$ cat config.mk
export PLATFORM = sky130hd
export DESIGN_NAME = arp_responder_with_aging_cache
export DESIGN_NICKNAME = d
export VERILOG_FILES = /design/src/hdl/arpc_pkg.sv /design/src/hdl/arpc_ram.sv /design/src/hdl/arpc_ctrl.sv /design/src/hdl/arpc_dp.sv /design/src/hdl/arp_responder_with_aging_cache.sv
export SDC_FILE = /design/constraint.sdc
export NUM_CORES = 1
export LEC_CHECK = 0
export ABC_AREA = 1
export BUFFER_PORTS_ARGS = -buffer_cell sky130_fd_sc_hd__buf_2
export CORE_AREA = 2 2 364 366
export DETAILED_ROUTE_END_ITERATION = 8
export DIE_AREA = 0 0 366 368
export GPL_TIMING_DRIVEN = 1
export PLACE_DENSITY_LB_ADDON = 0.08
export SYNTH_ARGS = -nofsm -noshare
export SYNTH_HDL_FRONTEND = slang
export SYNTH_HIERARCHICAL = 1
export SYNTH_SLANG_ARGS = --single-unit
$ cat constraint.sdc
create_clock -name aclk -period 13.1 [get_ports aclk]
set_clock_uncertainty 0.15 [all_clocks]
set_input_delay 0.655 -clock aclk [delete_from_list [all_inputs] [get_ports aclk]]
set_output_delay 0.655 -clock aclk [all_outputs]
set_load 0.02 [all_outputs]
$ cat src/hdl/arpc_pkg.sv
`default_nettype none

package arpc_pkg;

    // field widths
    localparam int IP_W     = 32;
    localparam int MAC_W    = 48;
    localparam int AGE_W    = 8;
    localparam int LEN_W    = 11;
    localparam int TYPE_W   = 16;
    localparam int ALEN_W   = 8;
    localparam int OP_W     = 16;
    localparam int STATUS_W = 3;
    localparam int AGED_W   = 9;

    // configuration port
    localparam int CFG_IDX_W  = 2;
    localparam int CFG_DATA_W = 48;

    localparam logic [CFG_IDX_W-1:0] REG_OWN_IP        = 2'd0;
    localparam logic [CFG_IDX_W-1:0] REG_OWN_MAC       = 2'd1;
    localparam logic [CFG_IDX_W-1:0] REG_ENTRY_TIMEOUT = 2'd2;

    localparam logic [AGE_W-1:0] TIMEOUT_RESET = 8'd5;

    // item kinds
    localparam logic CMD_PACKET = 1'b0;
    localparam logic CMD_TICK   = 1'b1;

    // header checks
    localparam logic [LEN_W-1:0]  MIN_FRAME_LEN = 11'd42;
    localparam logic [TYPE_W-1:0] HTYPE_ETHER   = 16'h0001;
    localparam logic [TYPE_W-1:0] PTYPE_IPV4    = 16'h0800;
    localparam logic [ALEN_W-1:0] HLEN_ETHER    = 8'h06;
    localparam logic [ALEN_W-1:0] PLEN_IPV4     = 8'h04;
    localparam logic [OP_W-1:0]   OP_REQUEST    = 16'h0001;

    // result status codes
    localparam logic [STATUS_W-1:0] ST_SHORT   = 3'd0;
    localparam logic [STATUS_W-1:0] ST_BADFMT  = 3'd1;
    localparam logic [STATUS_W-1:0] ST_NOTUS   = 3'd2;
    localparam logic [STATUS_W-1:0] ST_ACCEPT  = 3'd3;
    localparam logic [STATUS_W-1:0] ST_REPLIED = 3'd4;
    localparam logic [STATUS_W-1:0] ST_TICK    = 3'd5;

    typedef struct packed {
        logic              cmd;
        logic [LEN_W-1:0]  frame_len;
        logic [TYPE_W-1:0] hw_type;
        logic [TYPE_W-1:0] proto_type;
        logic [ALEN_W-1:0] hw_len;
        logic [ALEN_W-1:0] proto_len;
        logic [OP_W-1:0]   opcode;
        logic [MAC_W-1:0]  sender_mac;
        logic [IP_W-1:0]   sender_ip;
        logic [IP_W-1:0]   target_ip;
    } item_t;

    typedef struct packed {
        logic [STATUS_W-1:0] status;
        logic                send_reply;
        logic                merged;
        logic                table_full;
        logic [MAC_W-1:0]    reply_target_mac;
        logic [IP_W-1:0]     reply_target_ip;
        logic [AGED_W-1:0]   aged_count;
    } result_t;

    // one cache entry as held in the ram
    typedef struct packed {
        logic [IP_W-1:0]  ip;
        logic [MAC_W-1:0] mac;
        logic [AGE_W-1:0] age;
    } entry_t;

    typedef struct packed {
        logic capture;
        logic walk_start;
        logic walk_step;
        logic update;
        logic load_out;
    } ctrl_cmd_t;

    typedef struct packed {
        logic is_tick;
        logic pkt_ok;
        logic walk_last;
        logic out_free;
    } dp_status_t;

endpackage

`default_nettype wire

$ cat src/hdl/arpc_ram.sv
`default_nettype none

module arpc_ram #(
    parameter int WIDTH = 8,
    parameter int DEPTH = 16,
    localparam int ADDR_W = (DEPTH > 1) ? $clog2(DEPTH) : 1
) (
    input  wire logic              aclk,
    input  wire logic              wr_en,
    input  wire logic [ADDR_W-1:0] wr_addr,
    input  wire logic [WIDTH-1:0]  wr_data,
    input  wire logic [ADDR_W-1:0] rd_addr,
    output logic      [WIDTH-1:0]  rd_data
);

    logic [WIDTH-1:0] mem [DEPTH];

    always_ff @(posedge aclk) begin
        if (wr_en) begin
            mem[wr_addr] <= wr_data;
        end
        rd_data <= mem[rd_addr];
    end

endmodule

`default_nettype wire

$ cat src/hdl/arpc_ctrl.sv
`default_nettype none

module arpc_ctrl (
    input  wire logic                 aclk,
    input  wire logic                 aresetn,
    input  wire logic                 s_valid,
    output logic                      s_ready,
    input  wire arpc_pkg::dp_status_t stat,
    output arpc_pkg::ctrl_cmd_t       cmd
);

    import arpc_pkg::*;

    typedef enum logic [4:0] {
        S_IDLE   = 5'b00001,
        S_DECODE = 5'b00010,
        S_WALK   = 5'b00100,
        S_UPDATE = 5'b01000,
        S_DONE   = 5'b10000
    } state_t;

    state_t state_reg;
    state_t state_next;

    assign s_ready = (state_reg == S_IDLE);

    always_comb begin
        state_next = state_reg;
        cmd        = '0;
        unique case (state_reg)
            S_IDLE: begin
                cmd.capture = s_valid;
                if (s_valid) begin
                    state_next = S_DECODE;
                end
            end
            S_DECODE: begin
                cmd.walk_start = 1'b1;
                if (stat.is_tick || stat.pkt_ok) begin
                    state_next = S_WALK;
                end else begin
                    state_next = S_DONE;
                end
            end
            S_WALK: begin
                cmd.walk_step = 1'b1;
                if (stat.walk_last) begin
                    state_next = stat.is_tick ? S_DONE : S_UPDATE;
                end
            end
            S_UPDATE: begin
                cmd.update = 1'b1;
                state_next = S_DONE;
            end
            S_DONE: begin
                cmd.load_out = stat.out_free;
                if (stat.out_free) begin
                    state_next = S_IDLE;
                end
            end
            default: begin
                state_next = S_IDLE;
            end
        endcase
    end

    always_ff @(posedge aclk) begin
        if (!aresetn) begin
            state_reg <= S_IDLE;
        end else begin
            state_reg <= state_next;
        end
    end

endmodule

`default_nettype wire

$ cat src/hdl/arpc_dp.sv
`default_nettype none

module arpc_dp #(
    parameter int CACHE_ENTRIES = 16
) (
    input  wire logic                                aclk,
    input  wire logic                                aresetn,
    input  wire logic                                cfg_wr_en,
    input  wire logic [arpc_pkg::CFG_IDX_W-1:0]      cfg_index,
    input  wire logic [arpc_pkg::CFG_DATA_W-1:0]     cfg_wdata,
    input  wire arpc_pkg::item_t                     s_item,
    input  wire arpc_pkg::ctrl_cmd_t                 cmd,
    output arpc_pkg::dp_status_t                     stat,
    output logic                                     m_valid,
    input  wire logic                                m_ready,
    output arpc_pkg::result_t                        m_result
);

    import arpc_pkg::*;

    localparam int IDX_W = (CACHE_ENTRIES > 1) ? $clog2(CACHE_ENTRIES) : 1;
    localparam int CNT_W = $clog2(CACHE_ENTRIES + 1);
    localparam logic [CNT_W-1:0] CNT_LAST = CNT_W'(CACHE_ENTRIES);

    logic [IP_W-1:0]            own_ip_reg;
    logic [AGE_W-1:0]           timeout_reg;
    item_t                      item_reg;
    logic [CACHE_ENTRIES-1:0]   valid_reg;
    logic [CACHE_ENTRIES-1:0]   valid_next;
    logic [CNT_W-1:0]           cnt_reg;
    logic                       pend_vld_reg;
    logic [IDX_W-1:0]           pend_idx_reg;
    logic                       hit_reg;
    logic [IDX_W-1:0]           hit_idx_reg;
    logic                       free_reg;
    logic [IDX_W-1:0]           free_idx_reg;
    logic [AGED_W-1:0]          aged_reg;
    logic                       m_valid_reg;
    result_t                    m_result_reg;

    entry_t                     rd_entry;
    entry_t                     wr_entry;
    logic                       wr_en;
    logic [IDX_W-1:0]           wr_addr;
    logic                       is_tick;
    logic                       fmt_ok;
    logic                       for_us;
    logic                       pend_bit;
    logic [AGE_W-1:0]           age_inc;
    logic                       expire;
    logic                       tick_proc;
    logic                       match;
    logic                       free_seen;
    logic                       refresh;
    logic                       insert;
    result_t                    res;

    arpc_ram #(
        .WIDTH ($bits(entry_t)),
        .DEPTH (CACHE_ENTRIES)
    ) u_entry_ram (
        .aclk    (aclk),
        .wr_en   (wr_en),
        .wr_addr (wr_addr),
        .wr_data (wr_entry),
        .rd_addr (cnt_reg[IDX_W-1:0]),
        .rd_data (rd_entry)
    );

    // item classification
    assign is_tick = (item_reg.cmd == CMD_TICK);
    assign fmt_ok  = (item_reg.hw_type == HTYPE_ETHER) && (item_reg.hw_len == HLEN_ETHER)
                  && (item_reg.proto_type == PTYPE_IPV4) && (item_reg.proto_len == PLEN_IPV4);
    assign for_us  = (item_reg.target_ip == own_ip_reg);

    assign stat.is_tick   = is_tick;
    assign stat.pkt_ok    = (item_reg.frame_len >= MIN_FRAME_LEN) && fmt_ok;
    assign stat.walk_last = (cnt_reg == CNT_LAST);
    assign stat.out_free  = !m_valid_reg || m_ready;

    // per-entry work on the word returned by the ram
    assign pend_bit  = valid_reg[pend_idx_reg];
    assign age_inc   = (rd_entry.age == '1) ? rd_entry.age : rd_entry.age + AGE_W'(1);
    assign expire    = (age_inc > timeout_reg);
    assign tick_proc = pend_vld_reg && is_tick && pend_bit;
    assign match     = pend_vld_reg && !is_tick && pend_bit
                    && (rd_entry.ip == item_reg.sender_ip);
    assign free_seen = pend_vld_reg && !is_tick && !pend_bit;

    assign refresh = cmd.update && hit_reg;
    assign insert  = cmd.update && !hit_reg && for_us && free_reg;

    always_comb begin
        wr_en   = tick_proc || refresh || insert;
        wr_addr = free_idx_reg;
        wr_entry.ip  = item_reg.sender_ip;
        wr_entry.mac = item_reg.sender_mac;
        wr_entry.age = '0;
        if (tick_proc) begin
            wr_addr      = pend_idx_reg;
            wr_entry.ip  = rd_entry.ip;
            wr_entry.mac = rd_entry.mac;
            wr_entry.age = age_inc;
        end else if (hit_reg) begin
            wr_addr = hit_idx_reg;
        end
    end

    always_comb begin
        valid_next = valid_reg;
        if (tick_proc && expire) begin
            valid_next[pend_idx_reg] = 1'b0;
        end
        if (insert) begin
            valid_next[free_idx_reg] = 1'b1;
        end
    end

    always_comb begin
        res = '0;
        priority if (is_tick) begin
            res.status     = ST_TICK;
            res.aged_count = aged_reg;
        end else if (item_reg.frame_len < MIN_FRAME_LEN) begin
            res.status = ST_SHORT;
        end else if (!fmt_ok) begin
            res.status = ST_BADFMT;
        end else if (!for_us) begin
            res.status = ST_NOTUS;
            res.merged = hit_reg;
        end else if (item_reg.opcode == OP_REQUEST) begin
            res.status           = ST_REPLIED;
            res.send_reply       = 1'b1;
            res.merged           = hit_reg;
            res.table_full       = !hit_reg && !free_reg;
            res.reply_target_mac = item_reg.sender_mac;
            res.reply_target_ip  = item_reg.sender_ip;
        end else begin
            res.status     = ST_ACCEPT;
            res.merged     = hit_reg;
            res.table_full = !hit_reg && !free_reg;
        end
    end

    // configuration; own mac is the reply sender and is held by the transmit side
    always_ff @(posedge aclk) begin
        if (!aresetn) begin
            own_ip_reg  <= '0;
            timeout_reg <= TIMEOUT_RESET;
        end else if (cfg_wr_en) begin
            unique case (cfg_index)
                REG_OWN_IP:        own_ip_reg  <= cfg_wdata[IP_W-1:0];
                REG_OWN_MAC:       ;
                REG_ENTRY_TIMEOUT: timeout_reg <= cfg_wdata[AGE_W-1:0];
                default:           ;
            endcase
        end
    end

    always_ff @(posedge aclk) begin
        if (cmd.capture) begin
            item_reg <= s_item;
        end
        if (cmd.walk_step) begin
            pend_idx_reg <= cnt_reg[IDX_W-1:0];
        end
        if (match && !hit_reg) begin
            hit_idx_reg <= pend_idx_reg;
        end
        if (free_seen && !free_reg) begin
            free_idx_reg <= pend_idx_reg;
        end
        if (cmd.load_out) begin
            m_result_reg <= res;
        end
    end

    always_ff @(posedge aclk) begin
        if (!aresetn) begin
            valid_reg    <= '0;
            cnt_reg      <= '0;
            pend_vld_reg <= 1'b0;
            hit_reg      <= 1'b0;
            free_reg     <= 1'b0;
            aged_reg     <= '0;
            m_valid_reg  <= 1'b0;
        end else begin
            valid_reg <= valid_next;
            if (cmd.walk_start) begin
                cnt_reg      <= '0;
                pend_vld_reg <= 1'b0;
                hit_reg      <= 1'b0;
                free_reg     <= 1'b0;
                aged_reg     <= '0;
            end else begin
                if (cmd.walk_step) begin
                    pend_vld_reg <= (cnt_reg != CNT_LAST);
                    if (cnt_reg != CNT_LAST) begin
                        cnt_reg <= cnt_reg + CNT_W'(1);
                    end
                end
                if (match) begin
                    hit_reg <= 1'b1;
                end
                if (free_seen) begin
                    free_reg <= 1'b1;
                end
                if (tick_proc && expire) begin
                    aged_reg <= aged_reg + AGED_W'(1);
                end
            end
            if (cmd.load_out) begin
                m_valid_reg <= 1'b1;
            end else if (m_ready) begin
                m_valid_reg <= 1'b0;
            end
        end
    end

    assign m_valid  = m_valid_reg;
    assign m_result = m_result_reg;

endmodule

`default_nettype wire

$ cat src/hdl/arp_responder_with_aging_cache.sv
// arp responder with an aging address cache, one item at a time
// short or malformed frames go from decode straight to the output register;
//   ticks walk the cache, checked packets walk it and then write back
// a new item is taken only once the last result is in the output register;
//   the walk reads one cache entry per cycle through the single entry ram read port
// reset: aresetn synchronous active low, clears all entries' valid bits at once
`default_nettype none

module arp_responder_with_aging_cache #(
    parameter int CACHE_ENTRIES = 16
) (
    input  wire logic                               aclk,
    input  wire logic                               aresetn,

    // configuration writes
    input  wire logic                               cfg_wr_en,
    input  wire logic [arpc_pkg::CFG_IDX_W-1:0]     cfg_index,
    input  wire logic [arpc_pkg::CFG_DATA_W-1:0]    cfg_wdata,

    // input items
    input  wire logic                               s_valid,
    output logic                                    s_ready,
    input  wire logic                               s_cmd,
    input  wire logic [arpc_pkg::LEN_W-1:0]         s_frame_len,
    input  wire logic [arpc_pkg::TYPE_W-1:0]        s_hw_type,
    input  wire logic [arpc_pkg::TYPE_W-1:0]        s_proto_type,
    input  wire logic [arpc_pkg::ALEN_W-1:0]        s_hw_len,
    input  wire logic [arpc_pkg::ALEN_W-1:0]        s_proto_len,
    input  wire logic [arpc_pkg::OP_W-1:0]          s_opcode,
    input  wire logic [arpc_pkg::MAC_W-1:0]         s_sender_mac,
    input  wire logic [arpc_pkg::IP_W-1:0]          s_sender_ip,
    input  wire logic [arpc_pkg::IP_W-1:0]          s_target_ip,

    // result items
    output logic                                    m_valid,
    input  wire logic                               m_ready,
    output logic [arpc_pkg::STATUS_W-1:0]           m_status,
    output logic                                    m_send_reply,
    output logic                                    m_merged,
    output logic                                    m_table_full,
    output logic [arpc_pkg::MAC_W-1:0]              m_reply_target_mac,
    output logic [arpc_pkg::IP_W-1:0]               m_reply_target_ip,
    output logic [arpc_pkg::AGED_W-1:0]             m_aged_count
);

    import arpc_pkg::*;

    item_t      s_item;
    result_t    m_result;
    ctrl_cmd_t  cmd;
    dp_status_t stat;

    // gather the input fields into one item
    assign s_item.cmd        = s_cmd;
    assign s_item.frame_len  = s_frame_len;
    assign s_item.hw_type    = s_hw_type;
    assign s_item.proto_type = s_proto_type;
    assign s_item.hw_len     = s_hw_len;
    assign s_item.proto_len  = s_proto_len;
    assign s_item.opcode     = s_opcode;
    assign s_item.sender_mac = s_sender_mac;
    assign s_item.sender_ip  = s_sender_ip;
    assign s_item.target_ip  = s_target_ip;

    // sequencer: idle, decode, walk over the cache, write back, hand over the item
    arpc_ctrl u_ctrl (
        .aclk    (aclk),
        .aresetn (aresetn),
        .s_valid (s_valid),
        .s_ready (s_ready),
        .stat    (stat),
        .cmd     (cmd)
    );

    // datapath: config registers, valid bits, entry ram, lookup flags, output register
    arpc_dp #(
        .CACHE_ENTRIES (CACHE_ENTRIES)
    ) u_dp (
        .aclk      (aclk),
        .aresetn   (aresetn),
        .cfg_wr_en (cfg_wr_en),
        .cfg_index (cfg_index),
        .cfg_wdata (cfg_wdata),
        .s_item    (s_item),
        .cmd       (cmd),
        .stat      (stat),
        .m_valid   (m_valid),
        .m_ready   (m_ready),
        .m_result  (m_result)
    );

    // spread the result item onto its ports
    assign m_status           = m_result.status;
    assign m_send_reply       = m_result.send_reply;
    assign m_merged           = m_result.merged;
    assign m_table_full       = m_result.table_full;
    assign m_reply_target_mac = m_result.reply_target_mac;
    assign m_reply_target_ip  = m_result.reply_target_ip;
    assign m_aged_count       = m_result.aged_count;

endmodule

`default_nettype wire

==> results of run 1 <==
[final cells by class]
class / instances / area share
Clock buffer: 165 / 0.06228
Multi-Input combinational cell: 2205 / 0.1895
Inverter: 701 / 0.04955
Tap cell: 1755 / 0.04112
Timing Repair Buffer: 601 / 0.08004
Clock inverter: 56 / 0.007404
Sequential cell: 1053 / 0.5701
[routing by layer]
| metal | vias to the layer above | share of wire | track usage |
|---|---|---|---|
| li1 | 14600 | - | - |
| met4 | 0 | 0.026 | 0.05271 |
| met3 | 188 | 0.040 | 0.02869 |
| met2 | 626 | 0.47 | 0.3033 |
| met1 | 14070 | 0.46 | 0.2507 |
| met5 | - | 0 | 0 |
[stage by stage]
step | hold WS (ps) | power (uW) | utilization
6_report | 69.13 | 7184 | 0.4083
3_5_place_dp | 302.8 | 4036 | 0.3636
4_1_cts | 2.931 | 7289 | 0.4083
3_3_place_gp | 301.9 | 4034 | 0.3636
2_1_floorplan | 285.3 | 3941 | -
5_1_grt | 52.92 | 7443 | 0.4083
[power groups by stage]
stage / Combinational [uW] / Clock [uW] / Sequential [uW]
4_1_cts: 267 / 3270 / 3750
2_1_floorplan: 111 / 0 / 3830
3_5_place_dp: 213 / 0 / 3820
5_1_grt: 291 / 3400 / 3760
6_report: 262 / 3170 / 3750
3_3_place_gp: 212 / 0 / 3820
[timing repair]
item / 4_1_cts / 5_1_grt
setup endpoints to repair: 0 / 0
hold buffers: 212 / 0
resized for setup: 0 / 0
hold endpoints to repair: 212 / 0
[worst min-delay path by stage]
stage | startpoint | depth (start not counted) | end | slack (ps)
finish | cfg_wdata[12] | 3 | u_dp/own_ip_reg[12] | 70
global route | cfg_wdata[21] | 3 | u_dp/own_ip_reg[21] | 50
CTS | cfg_wdata[12] | 3 | u_dp/own_ip_reg[12] | 3
detailed placement | u_dp/valid_reg[8] | 2 | u_dp/valid_reg[8] | 300
global placement | u_dp/valid_reg[8] | 2 | u_dp/valid_reg[8] | 300
floorplan | u_dp/timeout_reg[1] | 2 | u_dp/timeout_reg[1] | 290
[critical path, cell delays in order (launching register included)]
cell	delay, ps
edfxtp_1	700
inv_2	250
nand2_1	100
nand2_1	70
nand2_1	60
nand2_1	70
nand2_1	50
nand2_1	60
inv_1	80
nand2_1	100
nand2_4	200
buf_4	630
o211ai_1	190
o21ai_1	210
nand2_1	300
nor2_4	940
buf_4	560
==> impl_metrics.tcl, run 1 <==
set metrics [dict create \
    status "finished, final reports clean" \
    num_vias 29490 \
    drv_cap 0 \
    start_util 0.3380 \
    drt-pass1-iter-count 5 \
    fillers 12810 \
    die_w_um 366 \
    largest_reg_flops 640 \
    cts.clk_slew.worst_paths_ps 60 \
    cts_buffer_depth 3 \
    routedWlPerCell_um 19.05 \
    placementRows 133 \
    place_area_um2 47560 \
    clock_sink_count 1053 \
    intPower_uw 5653 \
    final_antenna_net_count 0 \
    area_delta_synth_final_pct 20.81 \
    synth.avg_cell_area_um2 10.53 \
    diodes 0 \
    cts-root-buf "clkbuf_16" \
    switching_share 0.2131 \
    gp_congestion 0.8070 \
    endpoint "u_dp/u_entry_ram/mem[13][84]" \
    syn_nets 4452 \
    cp-start-kind "flop" \
    required_ps 13280 \
    final_cell_area_um2 53400 \
    wirelength_mm 124.5 \
    crit_fanout 67 \
    nNetsFinal 4937 \
    cp-end-kind "flop" \
    most-common-layout-cells "1,107 x nand2_1, 934 x edfxtp_1, 693 x inv_1, 503 x nand3_1, 322 x buf_2" \
    antenna_found_initial 0 \
    drt_iter0_markers 1982 \
    fin_ws_ps 7963 \
    post_cts_buffers 0 \
    preCtsSetupSlack_ps 7885 \
    power.share.clock 0.441 \
    relSlewSlack 0.1585 \
    max_slew.worst_pin.slew_ps 1262 \
    drive_above_1_share 0.1420 \
    htreeDepth 3 \
    reg2reg_to "u_dp/u_entry_ram/mem[13][84]" \
    ys_warn_count 6 \
    p_per_area_nw_per_um2 134.5 \
    rsz0062_at_grt "no" \
    grt_overflow 0 \
    maxSlewViolCount 0 \
    clkLatencyLatePin_ps 740 \
    dieHeight_um 368 \
    clock.fmax_mhz 194.7 \
    finalCritPeriodShare 0.3921 \
    r2r-start "u_dp/pend_idx_reg[0]" \
    path_class "reg -> reg" \
    grt_pass1_vias 29020 \
    cts_made_buffers 120 \
    vias_per_cell 4.511 \
    finalNonFillerCells 6536 \
    cts_tree "yes" \
    irDropWorstVdd_v 0.0001094 \
    setup_tns_ps 0 \
    hold_class "in -> reg" \
    ios 340 \
    arrival_ps 5310 \
    r2r_cells 16 \
    final_common_cell "nand2_1" \
    setup_viol 0 \
    multi_input_area_um2 10120 \
    min_period_ps 5137 \
    crit_start "u_dp/pend_idx_reg[0]" \
    hold_viol 0 \
    switchingPower_uw 1531 \
    core_area_um2 130800 \
    grt_max_degree 192 \
    final-seq-area_um2 30440 \
    grt_usage 0.1839 \
    power_leakage_uw 0.02246 \
    syn_area_um2 44200 \
    dp_hpwl_mm 69.61 \
    io_buffers 322 \
    pwr-share-comb 0.037 \
    placed_cells 6103 \
    r2r_slack_ps 7960 \
    syn-instance-count 4197 \
    die_area_um2 134700 \
    pwr-share-seq 0.522 \
    grt_pass1_wl_mm 186.6 \
    drc 0 \
]
(Power assumes the default switching activity.)
==> run 2, diff against run 1 <==
- CORE_AREA: 2 2 364 366 -> 2 2 373 375
- DIE_AREA: 0 0 366 368 -> 0 0 375 377
- clock period: 13.1 -> 4.3 ns (I/O delays scaled with it)
==> run 2 against run 1 <==
Sequential power rose to 3.0 times the previous value. Utilization fell by 0.55 points. Final cell count rose by 3.2%. Via count rose by 2.3%. Design area rose by 3.3%. Non-clock buffer count rose by 169.
==> impl_metrics.tcl, run 2 (synthesis results as in run 1) <==
set metrics [dict create \
    largest_reg_flops 640 \
    maxSlewViolCount 0 \
    start_util 0.3227 \
    cts.clk_slew.worst_paths_ps 60 \
    cts_resized 0 \
    htreeDepth 3 \
    cts_made_buffers 117 \
    irDropWorstVdd_v 0.0002805 \
    relSlewSlack 0.1230 \
    placementRows 136 \
    most-common-layout-cells "1,107 x nand2_1, 934 x edfxtp_1, 693 x inv_1, 503 x nand3_1, 333 x dlygate4sd3_1" \
    hold_viol 0 \
    p_per_area_nw_per_um2 399.2 \
    slowest_stage "edfxtp_1" \
    ios 340 \
    io_buffers 322 \
    cts_hold_buf 333 \
    utilization 0.4028 \
    cts_tree "yes" \
    drc 0 \
    path_class "reg -> reg" \
    gp_congestion 0.8194 \
    drt-pass1-iter-count 5 \
    clock.fmax_mhz 280.7 \
    crit_chain "inv_2, nand2_1, nand2_1, nand2_1, nand2_1, nand2_1, nand2_1, inv_1, nand2_1, nand2_4, buf_4, o21ai_1, nand3b_1, nor2_4, buf_12" \
    area_delta_synth_final_pct 24.83 \
    final_common_cell "nand2_1" \
    grt_pass1_wl_mm 189.6 \
    cp-end-kind "flop" \
    placed_cells 6190 \
    grt_overflow 0 \
    antenna_found_initial 3 \
    cts_buffer_depth 3 \
    setup_viol 0 \
    die_area_um2 141400 \
    post_cts_buffers 0 \
    grt_pass1_vias 29340 \
    slowest_delay_ps 500 \
    setup_tns_ps 0 \
    max_slew.worst_pin.slew_ps 1302 \
    arrival_ps 3800 \
    routedWlPerCell_um 19.03 \
    drv_cap 0 \
    drive_above_1_share 0.1454 \
    cp_top_family "simple AND/OR/NAND/NOR gates" \
    finalNonFillerCells 6748 \
    num_vias 30160 \
    dp_hpwl_mm 75.11 \
    grt_max_degree 150 \
    crit_path_frequent_cell "nand2_1" \
    min_period_ps 3563 \
    dieHeight_um 377 \
    final_antenna_net_count 0 \
    grt_usage 0.1788 \
    critPathBufInv 4 \
    vias_per_cell 4.469 \
    die_w_um 375 \
    nNetsFinal 5103 \
    crit_fanout 17 \
    core_area_um2 137000 \
    hold_class "in -> reg" \
    power_leakage_uw 0.02327 \
    required_ps 4530 \
    drt_iter0_markers 1828 \
    clkLatencyLatePin_ps 750 \
    cp-start-kind "flop" \
    rsz0062_at_grt "no" \
    cts-root-buf "clkbuf_16" \
    clock_sink_count 1053 \
    finalCritPeriodShare 0.8285 \
    wirelength_mm 128.4 \
    status "finished, final reports clean" \
]
==> run 2: layer usage <==
layer  GRT usage  vias to the layer above  wire length (um)
li1            -                    14960                 -
met5           0                        -                 0
met2      0.2911                      620             59910
met3     0.02867                      205              5171
met4     0.05493                        0              3672
met1      0.2446                    14380             59640
==> run 2: worst paths after layout <==
path / start / end / slack [ps] / cells after the start
worst max-delay path: u_dp/pend_idx_reg[0] / u_dp/u_entry_ram/mem[5][3] / 740 / 15
worst min-delay path: s_target_ip[4] / u_dp/item_reg[4] / 60 / 2
worst max register to register: u_dp/pend_idx_reg[0] / u_dp/u_entry_ram/mem[5][3] / 740 / 15
worst min register to register: u_dp/own_ip_reg[13] / u_dp/own_ip_reg[13] / 320 / 2
==> run 2: stage by stage <==
step / area (um^2) / power, uW / hold WS, ps / setup slack, ps
2_1_floorplan: 44210 / 11970 / 133.7 / 193.6
3_3_place_gp: 48160 / 12330 / 241.1 / 778.6
3_5_place_dp: 48160 / 12340 / 243.4 / 795.7
4_1_cts: 55180 / 22330 / 0.2376 / 718.7
5_1_grt: 55180 / 22800 / 18.55 / 387.0
6_report: 55180 / 22030 / 55.88 / 737.3
==> run 2: cell type report <==
class	instances	area, um^2
Timing Repair Buffer	770	6033
Multi-Input combinational cell	2205	10120
Sequential cell	1053	30440
Antenna cell	1	2.502
Tap cell	1794	2245
Clock buffer	185	3387
Clock inverter	39	300.3
Fill cell	13370	81800
Inverter	701	2651
==> run 2: power by group <==
group / total (uW) / switching, uW / internal (uW)
clock network: 9670 / 4160 / 5510
logic: 939 / 530 / 410
registers: 11400 / 80.5 / 11300
total: 22000 / 4770 / 17300
